## config.mk

```make
export PLATFORM = sky130hd
export DESIGN_NAME = stw_mul
export DESIGN_NICKNAME = d
export VERILOG_FILES = /design/src/rtl/stereo_table_waveshaper_assert.svh /design/src/rtl/stw_pkg.sv /design/src/rtl/stw_mul.sv
export SDC_FILE = /design/constraint.sdc
export NUM_CORES = 2
export LEC_CHECK = 0
export ABC_CLOCK_PERIOD_IN_PS = 20700
export BUFFER_PORTS_ARGS = -buffer_cell sky130_fd_sc_hd__buf_2
export CAP_MARGIN = 20
export CORE_ASPECT_RATIO = 1.5
export CORE_MARGIN = 2
export CORE_UTILIZATION = 60
export CTS_BUF_LIST = sky130_fd_sc_hd__clkbuf_16
export CTS_CLUSTER_SIZE = 14
export DETAILED_ROUTE_END_ITERATION = 12
export PLACE_DENSITY = 0.78
export SYNTH_ARGS = -nofsm -noshare
export SYNTH_HDL_FRONTEND = slang
export SYNTH_SLANG_ARGS = --single-unit
```

## constraint.sdc

```tcl
create_clock -name i_clk -period 20.7 [get_ports i_clk]
set_clock_uncertainty 0.05 [all_clocks]
set_input_delay 3.105 -clock i_clk [delete_from_list [all_inputs] [get_ports i_clk]]
set_output_delay 3.105 -clock i_clk [all_outputs]
set_load 0.01 [all_outputs]
```

## src/rtl/stereo_table_waveshaper_assert.svh

```systemverilog
// Assertion macros for the waveshaper.
`ifndef STEREO_TABLE_WAVESHAPER_ASSERT_SVH
`define STEREO_TABLE_WAVESHAPER_ASSERT_SVH

// Same-cycle implication, checked out of reset.
`define STW_ASSERT_IMP(lbl, ante, cons) \
    lbl: assert property (@(posedge i_clk) disable iff (!i_rst_n) (ante) |-> (cons)) \
        else $error("waveshaper check failed");

// Next-cycle implication, checked out of reset.
`define STW_ASSERT_NXT(lbl, ante, cons) \
    lbl: assert property (@(posedge i_clk) disable iff (!i_rst_n) (ante) |=> (cons)) \
        else $error("waveshaper check failed");

`endif

```

## src/rtl/stw_pkg.sv

```systemverilog
`default_nettype none
package stw_pkg;

    localparam int SAMPLE_BITS    = 24;
    localparam int FRAC_BITS      = SAMPLE_BITS - 1;
    localparam int ADDR_BITS      = 14;
    localparam int TABLE_SIZE_DEF = 1024;
    localparam int NUM_BANKS_DEF  = 16;

    localparam int ENV_BITS = 17;
    localparam int ENV_ONE  = 65536;
    localparam int ENV_RISE = 131;
    localparam int ENV_FALL = 39;
    localparam int MIX_ONE  = 16384;

    localparam int SUM_BITS = SAMPLE_BITS + 2;
    localparam int MUL_A_BITS = 26;
    localparam int MUL_B_BITS = 24;
    localparam int MUL_P_BITS = MUL_A_BITS + MUL_B_BITS;

    localparam int APB_ADDR_BITS = 5;
    localparam int APB_DATA_BITS = 32;

    localparam logic [15:0] RST_INPUT_GAIN  = 16'd16384;
    localparam logic [15:0] RST_OUTPUT_GAIN = 16'd16384;
    localparam logic [14:0] RST_SHAPING_MIX = 15'd16384;

    typedef enum logic [2:0] {
        REG_INPUT_GAIN    = 3'd0,
        REG_OUTPUT_GAIN   = 3'd1,
        REG_SHAPING_MIX   = 3'd2,
        REG_DC_OFFSET     = 3'd3,
        REG_SHAPER_ENABLE = 3'd4,
        REG_BANK_SELECT   = 3'd5,
        REG_SHAPE_LOADED  = 3'd6
    } t_reg_idx;

    typedef enum logic {
        OP_SAMPLE = 1'b0,
        OP_WRITE  = 1'b1
    } t_op;

    typedef struct packed {
        logic [15:0]                   input_gain;
        logic [15:0]                   output_gain;
        logic [14:0]                   shaping_mix;
        logic signed [SAMPLE_BITS-1:0] dc_offset;
        logic                          shaper_enable;
        logic [3:0]                    bank_select;
        logic                          shape_loaded;
    } t_cfg;

endpackage
`default_nettype wire

```

## src/rtl/stw_mul.sv

```systemverilog
`default_nettype none
module stw_mul (
    input  wire                                        i_clk,
    input  wire signed [stw_pkg::MUL_A_BITS-1:0]       i_a,
    input  wire signed [stw_pkg::MUL_B_BITS-1:0]       i_b,
    output logic signed [stw_pkg::MUL_P_BITS-1:0]      o_p
);

    logic signed [stw_pkg::MUL_P_BITS-1:0] r_p;

    always_ff @(posedge i_clk) begin
        r_p <= stw_pkg::MUL_P_BITS'(i_a) * stw_pkg::MUL_P_BITS'(i_b);
    end

    assign o_p = r_p;

endmodule
`default_nettype wire

```

# --- After elaboration in Yosys (flattened, before gate mapping) ---
# Index checks and enable logic that the tools add are counted.
word_totals:
  register_bits: 50
  latchBits: 0
  ramBits: 0
  rom_bits: 0
  in_bits: 51
  output_inout_bits: 50
  elab_cells: 2
  memories: 0
op_classes:
  addsub: 0
  mul: 1
  div: 0
  order_cmp: 0
  eq_ne: 0
  n_shift: 0
  mux: 0
  bitwise_logic: 0
  n_reduce_logical: 0
op_table:
  columns: ["operator", "n"]
  rows:
  - ["26-bit by 24-bit multiplier with 50-bit output", 1]

# --- Logic depth before layout (Yosys ltp) ---
logic_depth:
  word_depth: 1
  mapped_depth: 26
  mapped_depth_nobuf: 24

# --- Worst setup path before layout ---
# OpenSTA, ideal clock, no wires.
synth_path:
  kind: "input to register"
  from: "in i_b[3] in the netlist's numbering"
  to: "reg r_p (netlist bit o_p[44])"
  setup_ns: 0.130
  arrival_ns: 9.317
  t_required_ns: 20.520
  path_slack_ns: 11.203
  stages: 25
  n_path_buf: 3
  cell_sequence: "clkbuf_1 -> clkbuf_1 -> nand2_1 -> fa_1 -> inv_1 -> fa_1 -> inv_1 -> fa_1 -> fa_1 -> inv_1 -> fa_1 -> fa_1 -> inv_1 -> fa_1 -> inv_1 -> ha_1 -> buf_2 -> a21o_1 -> o21bai_1 -> a2111oi_4 -> a221oi_2 -> o21ai_1 -> or3b_4 -> a211oi_1 -> nor3_1"
synth_between:
  elab_chain_len: 1
synth_lines:
  columns: ["element", "line", "text"]
  rows:
  - ["from (decl)", "stw_mul.sv:5", "input wire signed [stw_pkg::MUL_B_BITS-1:0] i_b,"]
  - ["26-bit by 24-bit multiplier with 50-bit output", "stw_mul.sv:12", "r_p <= stw_pkg::MUL_P_BITS'(i_a) * stw_pkg::MUL_P_BITS'(i_b);"]
  - ["to (signal assigned)", "stw_mul.sv:12", null]
  - ["to (decl)", "stw_mul.sv:9", "logic signed [stw_pkg::MUL_P_BITS-1:0] r_p;"]
# No other way between the ends.

# --- Worst setup path after layout ---
layout_path:
  from: "in i_b[0] in the netlist's numbering"
  to: "reg r_p (netlist bit o_p[47])"
# Same word-level chain as after synthesis.

==> summary.txt <==
Timing
  • # setup viols final: 0
  • Worst-Margin Slew: about 0.77 ns
  • Fin. Hold Viols: 0
  • Unrepaired setup endpoints after global routing: false
  • Final TNS setup: 0 ns
  • Final Cycle Share: approximately 50%
  • Tmin final: 10.14 ns
  • Max Freq: 0.0986 GHz
  • Slew HR: a little under half
  • Slew Viols, Final: 0

Route
  • Vias per std cell: between 5 and 6
  • Drt initial violations: 976
  • Initial DRT Pass Iterations: 5
  • Via count: ~17000
  • DRC: 0
  • Final ANT Viol Nets: 0
  • Final wirelength: 61900 µm
  • DR WL/cell: 20.1 µm

Finish
  • Commonest cells after routing, fill and taps aside: 689 x inv_1, 651 x fa_1, 343 x nand2_1, 286 x and2_1, 138 x ha_1
  • Max reg flops: 50
  • # nets final: 3410
  • Commonest non-fill, non-tap cell in the layout: inv_1
  • Share of layout cells above drive strength 1: under 10%
  • Area Growth Syn to Fin: 3.57%

Worst setup path
  • Crit path cell chain: buf_2 > nand2_1 > inv_1 > fa_1 > fa_1 > inv_1 > fa_1 > fa_1 > fa_1 > inv_1 > fa_1 > inv_1 > fa_1 > inv_1 > ha_1 > a21oi_1 > o21ai_0 > a2111oi_0 > o211ai_1 > o211ai_1 > o311ai_1 > xor2_1
  • Crit. End Element: register
  • Crit-path leading delay family: adder cells
  • Crit path DAT: just over 10 ns
  • Max Fanout on Critical Path: 26
  • Worst Setup Start Kind: primary input
  • CP bufs+invs: 6
  • Worst stage delay on the critical path: 0.67 ns
  • CP required: ~21 ns
  • CP max stage cell: fa_1
  • Top cell by count, worst path: fa_1
  • WS Path Type: primary input to register

Global route
  • Overall routing resource usage: 31.3%
  • First-pass GRT wire length: 98800 µm
  • Largest net degree at the start of global routing: 27
  • Vias in the first global route: ~19000
  • Gr ovfl total: 0
  • Initial antenna violation count: 4

Logic synthesis
  • Sequential fraction of the synthesis area: 4.19%
  • Yosys reg bits: 50
  • Synth Instances: ~2600
  • Top_reg_cell synth: dfxtp_1
  • Average cell area after synthesis: 9.26 µm²
  • Syn nets: ~3400
  • Synth warnings: 0
  • Post-synth ARST share: 0%
  • Post-synthesis cell type count: 50
  • EDFF count, synth: 0
  • Synthesized area: ~24000 µm²

Clock tree
  • Bufs on Longest Clock Path: 2
  • Clk slew on worst S/H paths: roughly 0.080 ns
  • CTS Hold Bufs: 0
  • Post-CTS setup buffers: 0
  • Max H-tree Level: 2
  • CTS Root Cell: clkbuf_16
  • TritonCTS Buffers: 5
  • Clk sinks: 50
  • TritonCTS clock tree: done
  • # resized after CTS: 0

Floorplan
  • Core ar.: roughly 39000 µm²
  • Ports: 101
  • Initial Util: 60.7%
  • # rows: between 80 and 90
  • Die height: approximately 250 µm
  • Die Wd: between 150 and 200 µm
  • Die ar.: approximately 41000 µm²

Run
  • Max Cap Violations: 0

Placed design
  • Routability cong.: approximately 0.93
  • Number of port buffers: 100
  • Post-DP HPWL: about 52000 µm

Hold path
  • Worst min path class: primary input to register

Status
  • Status: finished, final reports clean
-- cells in the mapped netlist, drive strengths merged, types with 5 or more instances --
cell type	instances	share of area, %
inv	689	11
fa	651	55
nand2	343	5.4
and2	286	7.5
ha	138	7.2
clkbuf	110	1.7
dfxtp	50	4.2
nor2	46	0.72
xnor2	39	1.4
a21oi	38	0.80
o21ai	27	0.57
a21o	19	0.60
xor2	16	0.59
and3	11	0.29
o21bai	11	0.35
nand2b	10	0.26
a211oi	9	0.28
nand3	8	0.17
a31oi	7	0.18
o211ai	7	0.22
nor2b	6	0.16
o21a	6	0.19
a2111oi	5	0.26
buf	5	0.094
nor3	5	0.10
-- kinds of logic after synthesis --
kind of cell	synth area share [%]
flip-flops	4.19
AO/OA/AOI/OAI	4.20
buffers and inverters	12.7
XOR/XNOR	2.02
adder cells (fa/ha/maj)	61.8
AND/OR/NAND/NOR	15.1
-- layout make-up --
class	count	area, µm²
Clock buffer	5	125
Tap cell	500	626
Multi-Input combinational cell	1723	19800
Timing Repair Buffer	100	500
Inverter	690	2590
Clock inverter	3	25.0
Antenna cell	5	12.5
Sequential cell	50	1000
Fill cell	3218	14600
-- final timing paths --
path / startpoint / endpoint / slack (ns) / cells past startpoint
setup / recovery: i_b[0] / o_p[47]$_DFF_P_ / 10.56 / 22
hold / removal: i_b[0] / o_p[0]$_DFF_P_ / 3.28 / 2
-- layer usage --
layer / global-route usage [%] / routed length (µm) / up-vias
met5: 0 / 0 / -
met4: 27.8 / 6740 / 0
met3: 3.18 / 2940 / 290
met2: 56.8 / 33200 / 731
met1: 32.0 / 19000 / 8926
li1: - / - / 7345
-- per-stage QoR --
stage | util, % | area (µm²) | instances | setup WS (ns) | hold slack [ns]
6_report | 62.9 | 24700 | 3076 | 10.56 | 3.28
5_1_grt | 62.9 | 24700 | 3074 | 10.28 | 3.31
4_1_cts | 62.9 | 24700 | 3071 | 10.68 | 3.28
3_5_place_dp | 62.5 | 24600 | 3063 | 10.42 | 3.45
3_3_place_gp | 62.5 | 24600 | 3063 | 10.48 | 3.45
2_1_floorplan | - | 23900 | 2578 | 11.20 | 3.18
Power is not shown: default switching activity piles up to over one toggle a cycle in this logic, so the estimate is an artifact.
