**config.mk**
```make
export PLATFORM = sky130hd
export DESIGN_NAME = stw_cfg
export DESIGN_NICKNAME = d
export VERILOG_FILES = /design/src/rtl/stereo_table_waveshaper_assert.svh /design/src/rtl/stw_pkg.sv /design/src/rtl/stw_cfg.sv
export SDC_FILE = /design/constraint.sdc
export NUM_CORES = 1
export LEC_CHECK = 0
export ABC_AREA = 0
export BUFFER_PORTS_ARGS = -buffer_cell sky130_fd_sc_hd__buf_2
export CAP_MARGIN = 5
export CORE_MARGIN = 2
export CORE_UTILIZATION = 51
export DETAILED_ROUTE_END_ITERATION = 10
export GPL_ROUTABILITY_DRIVEN = 0
export PLACE_DENSITY = 0.84
export SETUP_SLACK_MARGIN = 0.2
export SYNTH_ARGS = -nofsm -noshare
export SYNTH_HDL_FRONTEND = slang
export SYNTH_SLANG_ARGS = --single-unit
```
**constraint.sdc**
```tcl
create_clock -name i_clk -period 2.3 [get_ports i_clk]
set_input_delay 0.23 -clock i_clk [delete_from_list [all_inputs] [get_ports i_clk]]
set_output_delay 0.23 -clock i_clk [all_outputs]
set_load 0.005 [all_outputs]
```
**src/rtl/stereo_table_waveshaper_assert.svh**
```systemverilog
// Assertion macros for the waveshaper.
`ifndef STEREO_TABLE_WAVESHAPER_ASSERT_SVH
`define STEREO_TABLE_WAVESHAPER_ASSERT_SVH

// Same-cycle implication, checked out of reset.
`define STW_ASSERT_IMP(lbl, ante, cons) \
    lbl: assert property (@(posedge i_clk) disable iff (!i_rst_n) (ante) |-> (cons)) \
        else $error("waveshaper check failed");

// Next-cycle implication, checked out of reset.
`define STW_ASSERT_NXT(lbl, ante, cons) \
    lbl: assert property (@(posedge i_clk) disable iff (!i_rst_n) (ante) |=> (cons)) \
        else $error("waveshaper check failed");

`endif

```
**src/rtl/stw_pkg.sv**
```systemverilog
`default_nettype none
package stw_pkg;

    localparam int SAMPLE_BITS    = 24;
    localparam int FRAC_BITS      = SAMPLE_BITS - 1;
    localparam int ADDR_BITS      = 14;
    localparam int TABLE_SIZE_DEF = 1024;
    localparam int NUM_BANKS_DEF  = 16;

    localparam int ENV_BITS = 17;
    localparam int ENV_ONE  = 65536;
    localparam int ENV_RISE = 131;
    localparam int ENV_FALL = 39;
    localparam int MIX_ONE  = 16384;

    localparam int SUM_BITS = SAMPLE_BITS + 2;
    localparam int MUL_A_BITS = 26;
    localparam int MUL_B_BITS = 24;
    localparam int MUL_P_BITS = MUL_A_BITS + MUL_B_BITS;

    localparam int APB_ADDR_BITS = 5;
    localparam int APB_DATA_BITS = 32;

    localparam logic [15:0] RST_INPUT_GAIN  = 16'd16384;
    localparam logic [15:0] RST_OUTPUT_GAIN = 16'd16384;
    localparam logic [14:0] RST_SHAPING_MIX = 15'd16384;

    typedef enum logic [2:0] {
        REG_INPUT_GAIN    = 3'd0,
        REG_OUTPUT_GAIN   = 3'd1,
        REG_SHAPING_MIX   = 3'd2,
        REG_DC_OFFSET     = 3'd3,
        REG_SHAPER_ENABLE = 3'd4,
        REG_BANK_SELECT   = 3'd5,
        REG_SHAPE_LOADED  = 3'd6
    } t_reg_idx;

    typedef enum logic {
        OP_SAMPLE = 1'b0,
        OP_WRITE  = 1'b1
    } t_op;

    typedef struct packed {
        logic [15:0]                   input_gain;
        logic [15:0]                   output_gain;
        logic [14:0]                   shaping_mix;
        logic signed [SAMPLE_BITS-1:0] dc_offset;
        logic                          shaper_enable;
        logic [3:0]                    bank_select;
        logic                          shape_loaded;
    } t_cfg;

endpackage
`default_nettype wire

```
**src/rtl/stw_cfg.sv**
```systemverilog
`default_nettype none
module stw_cfg (
    input  wire                                   i_clk,
    input  wire                                   i_rst_n,
    input  wire                                   i_psel,
    input  wire                                   i_penable,
    input  wire                                   i_pwrite,
    input  wire [stw_pkg::APB_ADDR_BITS-1:0]      i_paddr,
    input  wire [stw_pkg::APB_DATA_BITS-1:0]      i_pwdata,
    output logic [stw_pkg::APB_DATA_BITS-1:0]     o_prdata,
    output stw_pkg::t_cfg                         o_cfg
);

    stw_pkg::t_cfg    r_cfg;
    stw_pkg::t_reg_idx idx;

    assign idx = stw_pkg::t_reg_idx'(i_paddr[4:2]);

    always_ff @(posedge i_clk) begin
        if (!i_rst_n) begin
            r_cfg.input_gain    <= stw_pkg::RST_INPUT_GAIN;
            r_cfg.output_gain   <= stw_pkg::RST_OUTPUT_GAIN;
            r_cfg.shaping_mix   <= stw_pkg::RST_SHAPING_MIX;
            r_cfg.dc_offset     <= '0;
            r_cfg.shaper_enable <= 1'b0;
            r_cfg.bank_select   <= '0;
            r_cfg.shape_loaded  <= 1'b0;
        end else if (i_psel && i_penable && i_pwrite) begin
            unique case (idx)
                stw_pkg::REG_INPUT_GAIN:    r_cfg.input_gain    <= i_pwdata[15:0];
                stw_pkg::REG_OUTPUT_GAIN:   r_cfg.output_gain   <= i_pwdata[15:0];
                stw_pkg::REG_SHAPING_MIX:   r_cfg.shaping_mix   <= i_pwdata[14:0];
                stw_pkg::REG_DC_OFFSET:     r_cfg.dc_offset     <= i_pwdata[23:0];
                stw_pkg::REG_SHAPER_ENABLE: r_cfg.shaper_enable <= i_pwdata[0];
                stw_pkg::REG_BANK_SELECT:   r_cfg.bank_select   <= i_pwdata[3:0];
                stw_pkg::REG_SHAPE_LOADED:  r_cfg.shape_loaded  <= i_pwdata[0];
                default: ;
            endcase
        end
    end

    always_comb begin
        o_prdata = '0;
        unique case (idx)
            stw_pkg::REG_INPUT_GAIN:    o_prdata = 32'(r_cfg.input_gain);
            stw_pkg::REG_OUTPUT_GAIN:   o_prdata = 32'(r_cfg.output_gain);
            stw_pkg::REG_SHAPING_MIX:   o_prdata = 32'(r_cfg.shaping_mix);
            stw_pkg::REG_DC_OFFSET:     o_prdata = 32'(unsigned'(r_cfg.dc_offset));
            stw_pkg::REG_SHAPER_ENABLE: o_prdata = 32'(r_cfg.shaper_enable);
            stw_pkg::REG_BANK_SELECT:   o_prdata = 32'(r_cfg.bank_select);
            stw_pkg::REG_SHAPE_LOADED:  o_prdata = 32'(r_cfg.shape_loaded);
            default:                    o_prdata = '0;
        endcase
    end

    assign o_cfg = r_cfg;

endmodule
`default_nettype wire
```
# ---- Word level (Yosys, flattened, before mapping)
# Index checks and enable logic that the tools add are counted.
dict set report word_totals {
  regBits 77
  in_bits 42
  output_inout_bits 109
  word_cells 24
}
dict set report classes {
  n_eq_ne 6
  mux 1
  n_reduce_logical 10
}
# cell n
set op_table {}
lappend op_table {{24-bit one-hot mux with 7 select lines} 1}
lappend op_table {{2-bit AND reduction} 7}
lappend op_table {{3-bit equality test, second input constant} 3}
lappend op_table {{3-bit by 2-bit equality test with 1-bit output, second input constant} 2}
lappend op_table {{3-bit by 1-bit equality test with 1-bit output, second input constant} 1}
lappend op_table {{3-bit zero test} 1}
lappend op_table {{1-bit logical AND} 2}

# ---- Depth between registers and ports, before layout
dict set report depth {
  ltp_word 3
  ltp_mapped 6
  ltp_nobuf 3
}

# ---- Worst setup path after synthesis
# No wires, ideal clock.
dict set report synth_path {
  path_kind {input-to-output}
  start {input i_paddr[3] (netlist name)}
  end {output o_prdata[12] (netlist name)}
  arrival_time_ns 1.347
  required_time_ns 2.070
  setup_slack_ns 0.723
  stages 4
  n_path_buf 2
  cell_sequence {buf_2 -> buf_2 -> mux4_2 -> nor2b_1}
}
dict set report synth_via {
  elab_chain_cells 2
  elab_cells_between_ends 8
  classes_between {eq/ne (6); mux (1); reduce/logical (1)}
}
# element line_no
set synth_lines {}
lappend synth_lines {{start, declared} stw_cfg.sv:8} ;# input wire [stw_pkg::APB_ADDR_BITS-1:0] i_paddr,
lappend synth_lines {{3-bit equality test (tied with other cells)} stw_cfg.sv:44} ;# unique case (idx)
lappend synth_lines {{24-bit one-hot mux with 7 select lines *} stw_cfg.sv:44}
lappend synth_lines {{end, declared} stw_cfg.sv:10} ;# output logic [stw_pkg::APB_DATA_BITS-1:0] o_prdata,
# Mark *: on every way between the ends. The rest lies on a longest branch, timed or not.

# ---- Final worst setup path
dict set report layout_path {
  start {input i_paddr[2] (netlist name)}
  end {output o_prdata[18] (netlist name)}
}
# Same word-level chain as after synthesis.

==> results.json <==
{
  "status": "finished clean",
  "drt-initial-drc-count": 64,
  "pre_cts_slack_ns": 0.2379,
  "dpl_cell_area_mm2": 0.004280,
  "avgSynthCellArea_um2": 9.954,
  "netlist_area_mm2": 0.003563,
  "wl_um": 8942,
  "synth-compound-area-share": 0.03195,
  "required_ns": 2.07,
  "holdPathEnd": "o_cfg[24]$_SDFFE_PN0P_",
  "max_freq_mhz": 524.9,
  "synthXorXnorAreaFrac": 0,
  "total_power_mw": 2.779,
  "coreArea_mm2": 0.006794,
  "hold_class": "input port to flip-flop",
  "clock_skew_ns": 0,
  "synth_top_family_by_area": "multiplexers",
  "r2r_start": "o_cfg[5]$_SDFFE_PN0P_",
  "powerDensity_mw_per_mm2": 613.8,
  "synthAdderAreaFrac": 0,
  "port_buffers": 132,
  "dp_hpwl_um": 6288,
  "nets": 527,
  "worst_ir_drop_vdd_v": 0.0003694,
  "grt_max_degree": 62,
  "critPathKind": "input port to primary output",
  "startpoint": "i_paddr[2]",
  "tns_ns": 0,
  "tritoncts.num_buffers": 9,
  "vias": 3004,
  "rsz0062_at_grt": "no",
  "leakagePower_nw": 2.124,
  "ys_warn_count": 0,
  "clkTransAtPathRegs_ns": 0.08,
  "overflow": 0,
  "largest_reg_flops": 77,
  "worst_pin_slew_ns": 1.023,
  "syn_to_final_growth_pct": 27.04,
  "postCtsHoldBufs": 0,
  "synthCells": 358,
  "min-delay-start": "i_pwdata[18]",
  "start_kind": "input port",
  "antenna_found_initial": 0,
  "yosysSeqAreaShare": 0.4326,
  "antennaDiodeCount": 0,
  "grt_pass1_vias": 2848,
  "cts_setup_buffers": 0,
  "cts_root_buf": "clkbuf_8",
  "drc": 0,
  "netlist-cell-type-count": 30,
  "clock_path_buffers": 2,
  "die_x_um": 87.59,
  "synth.ff_latch_count": 77,
  "max-slew-margin-rel": 0.3174,
  "cts_tree": "yes",
  "whs_ns": 0.1214,
  "start_util": 0.5245,
  "slew_violations": 0,
  "dp.cells": 570,
  "wire_per_inst_um": 15.29,
  "final_area_mm2": 0.004527,
  "hold_violations": 0,
  "clock-sinks": 77,
  "clk_latency_ns": 0.34,
  "instances_no_fill": 585,
  "synthMuxAreaShare": 0.3020,
  "min_period_ns": 1.905,
  "period_share": 0.8283,
  "viasPerCell": 5.135,
  "rows": 30,
  "synth-simple-area-share": 0.1770,
  "maxCapViolations": 0,
  "ant_nets": 0,
  "drive_above_1_share": 0.3620,
  "ff2ff_setup_slack_ns": 1.60,
  "r2r-end": "o_cfg[5]$_SDFFE_PN0P_",
  "min_path_cells": 3,
  "endpoint_kind": "primary output",
  "cp_data_arrival_time_ns": 1.68,
  "final_common_cell": "buf_2",
  "drtPass1Iterations": 4,
  "crit_path_max_fanout": 16,
  "layout_common_cells": "132 x buf_2, 98 x nand2_1, 77 x dfxtp_1",
  "dieArea_mm2": 0.007672,
  "grt_pass1_wl_um": 13970,
  "utilization": 0.6663,
  "ioPinCount": 151,
  "post_cts_resized": 0,
  "r2r_cells": 2,
  "htreeDepth": 3,
  "grt_usage": 0.2376,
  "finalSetupViolations": 0,
  "final.setup.worst_slack_ns": 0.3949,
  "die_h_um": 87.59
}
[worst max-delay path by stage]
stage	cells past startpoint	to	slack, ns
floorplan	4	o_prdata[12]	0.72
global placement	4	o_cfg[56]$_SDFFE_PN0P_	0.34
detailed placement	4	o_cfg[57]$_SDFFE_PN0P_	0.24
CTS	6	o_prdata[18]	0.36
global route	6	o_prdata[22]	0.27
finish	6	o_prdata[18]	0.39
[final cells by class]
type                    count  area [µm²]
clock buffers              11       151.4
flip-flops and latches     77        1541
fillers                   568        2267
multi-input cells         255        1858
well taps                  96       120.1
clock inverters             4       95.09
repair buffers            142       760.7
[synthesized netlist by cell type]
cell type	count	share of area
o41ai_1	1	0.0025
dfxtp_1	77	0.43
nor2_1	5	0.0053
o311ai_0	1	0.0025
and4b_1	1	0.0028
nand2_1	98	0.10
o31ai_1	1	0.0021
o21ai_0	2	0.0028
o211ai_1	1	0.0021
mux4_2	12	0.076
mux2_2	4	0.013
nand4b_4	1	0.0067
o22ai_1	3	0.0053
o21a_1	1	0.0021
nand3_1	3	0.0042
buf_2	8	0.011
nor2_2	2	0.0035
clkbuf_1	11	0.012
nor2b_1	15	0.026
nand2b_1	2	0.0035
buf_4	12	0.025
buf_6	1	0.0032
conb_1	1	0.0011
a22oi_1	6	0.013
nand4_1	1	0.0018
or3_1	1	0.0018
buf_8	1	0.0042
mux2i_1	76	0.21
and2_1	9	0.016
nand3b_1	1	0.0021
[cell families (layout without fill, tap and decap cells)]
| family | after synthesis | after routing |
|---|---|---|
| DFF | 77 | 77 |
| and+or+nand+nor | 139 | 139 |
| other | 1 | 8 |
| buffers and inverters | 33 | 157 |
| AOI/OAI and AO/OA | 16 | 16 |
| muxes | 92 | 92 |
[metal layers]
layer,vias up,GRT usage,share of wire
met5,-,0,0
met4,0,0.08951,0.015
met3,13,0.06786,0.076
met2,120,0.3953,0.49
met1,1402,0.2934,0.42
li1,1469,-,-
[critical path, stage by stage]
cell	delay, ns
buf_2	0.35
buf_4	0.29
nand2_1	0.13
nor2_1	0.37
and2_1	0.19
buf_2	0.10
[power by group]
| group | internal [mW] | leakage (nW) | total (mW) | switching (mW) |
|---|---|---|---|---|
| Combinational | 0.0724 | 1.38 | 0.186 | 0.114 |
| Clock | 0.772 | 0.125 | 1.24 | 0.471 |
| Sequential | 1.34 | 0.621 | 1.35 | 0.00717 |
(Power assumes the default switching activity.)
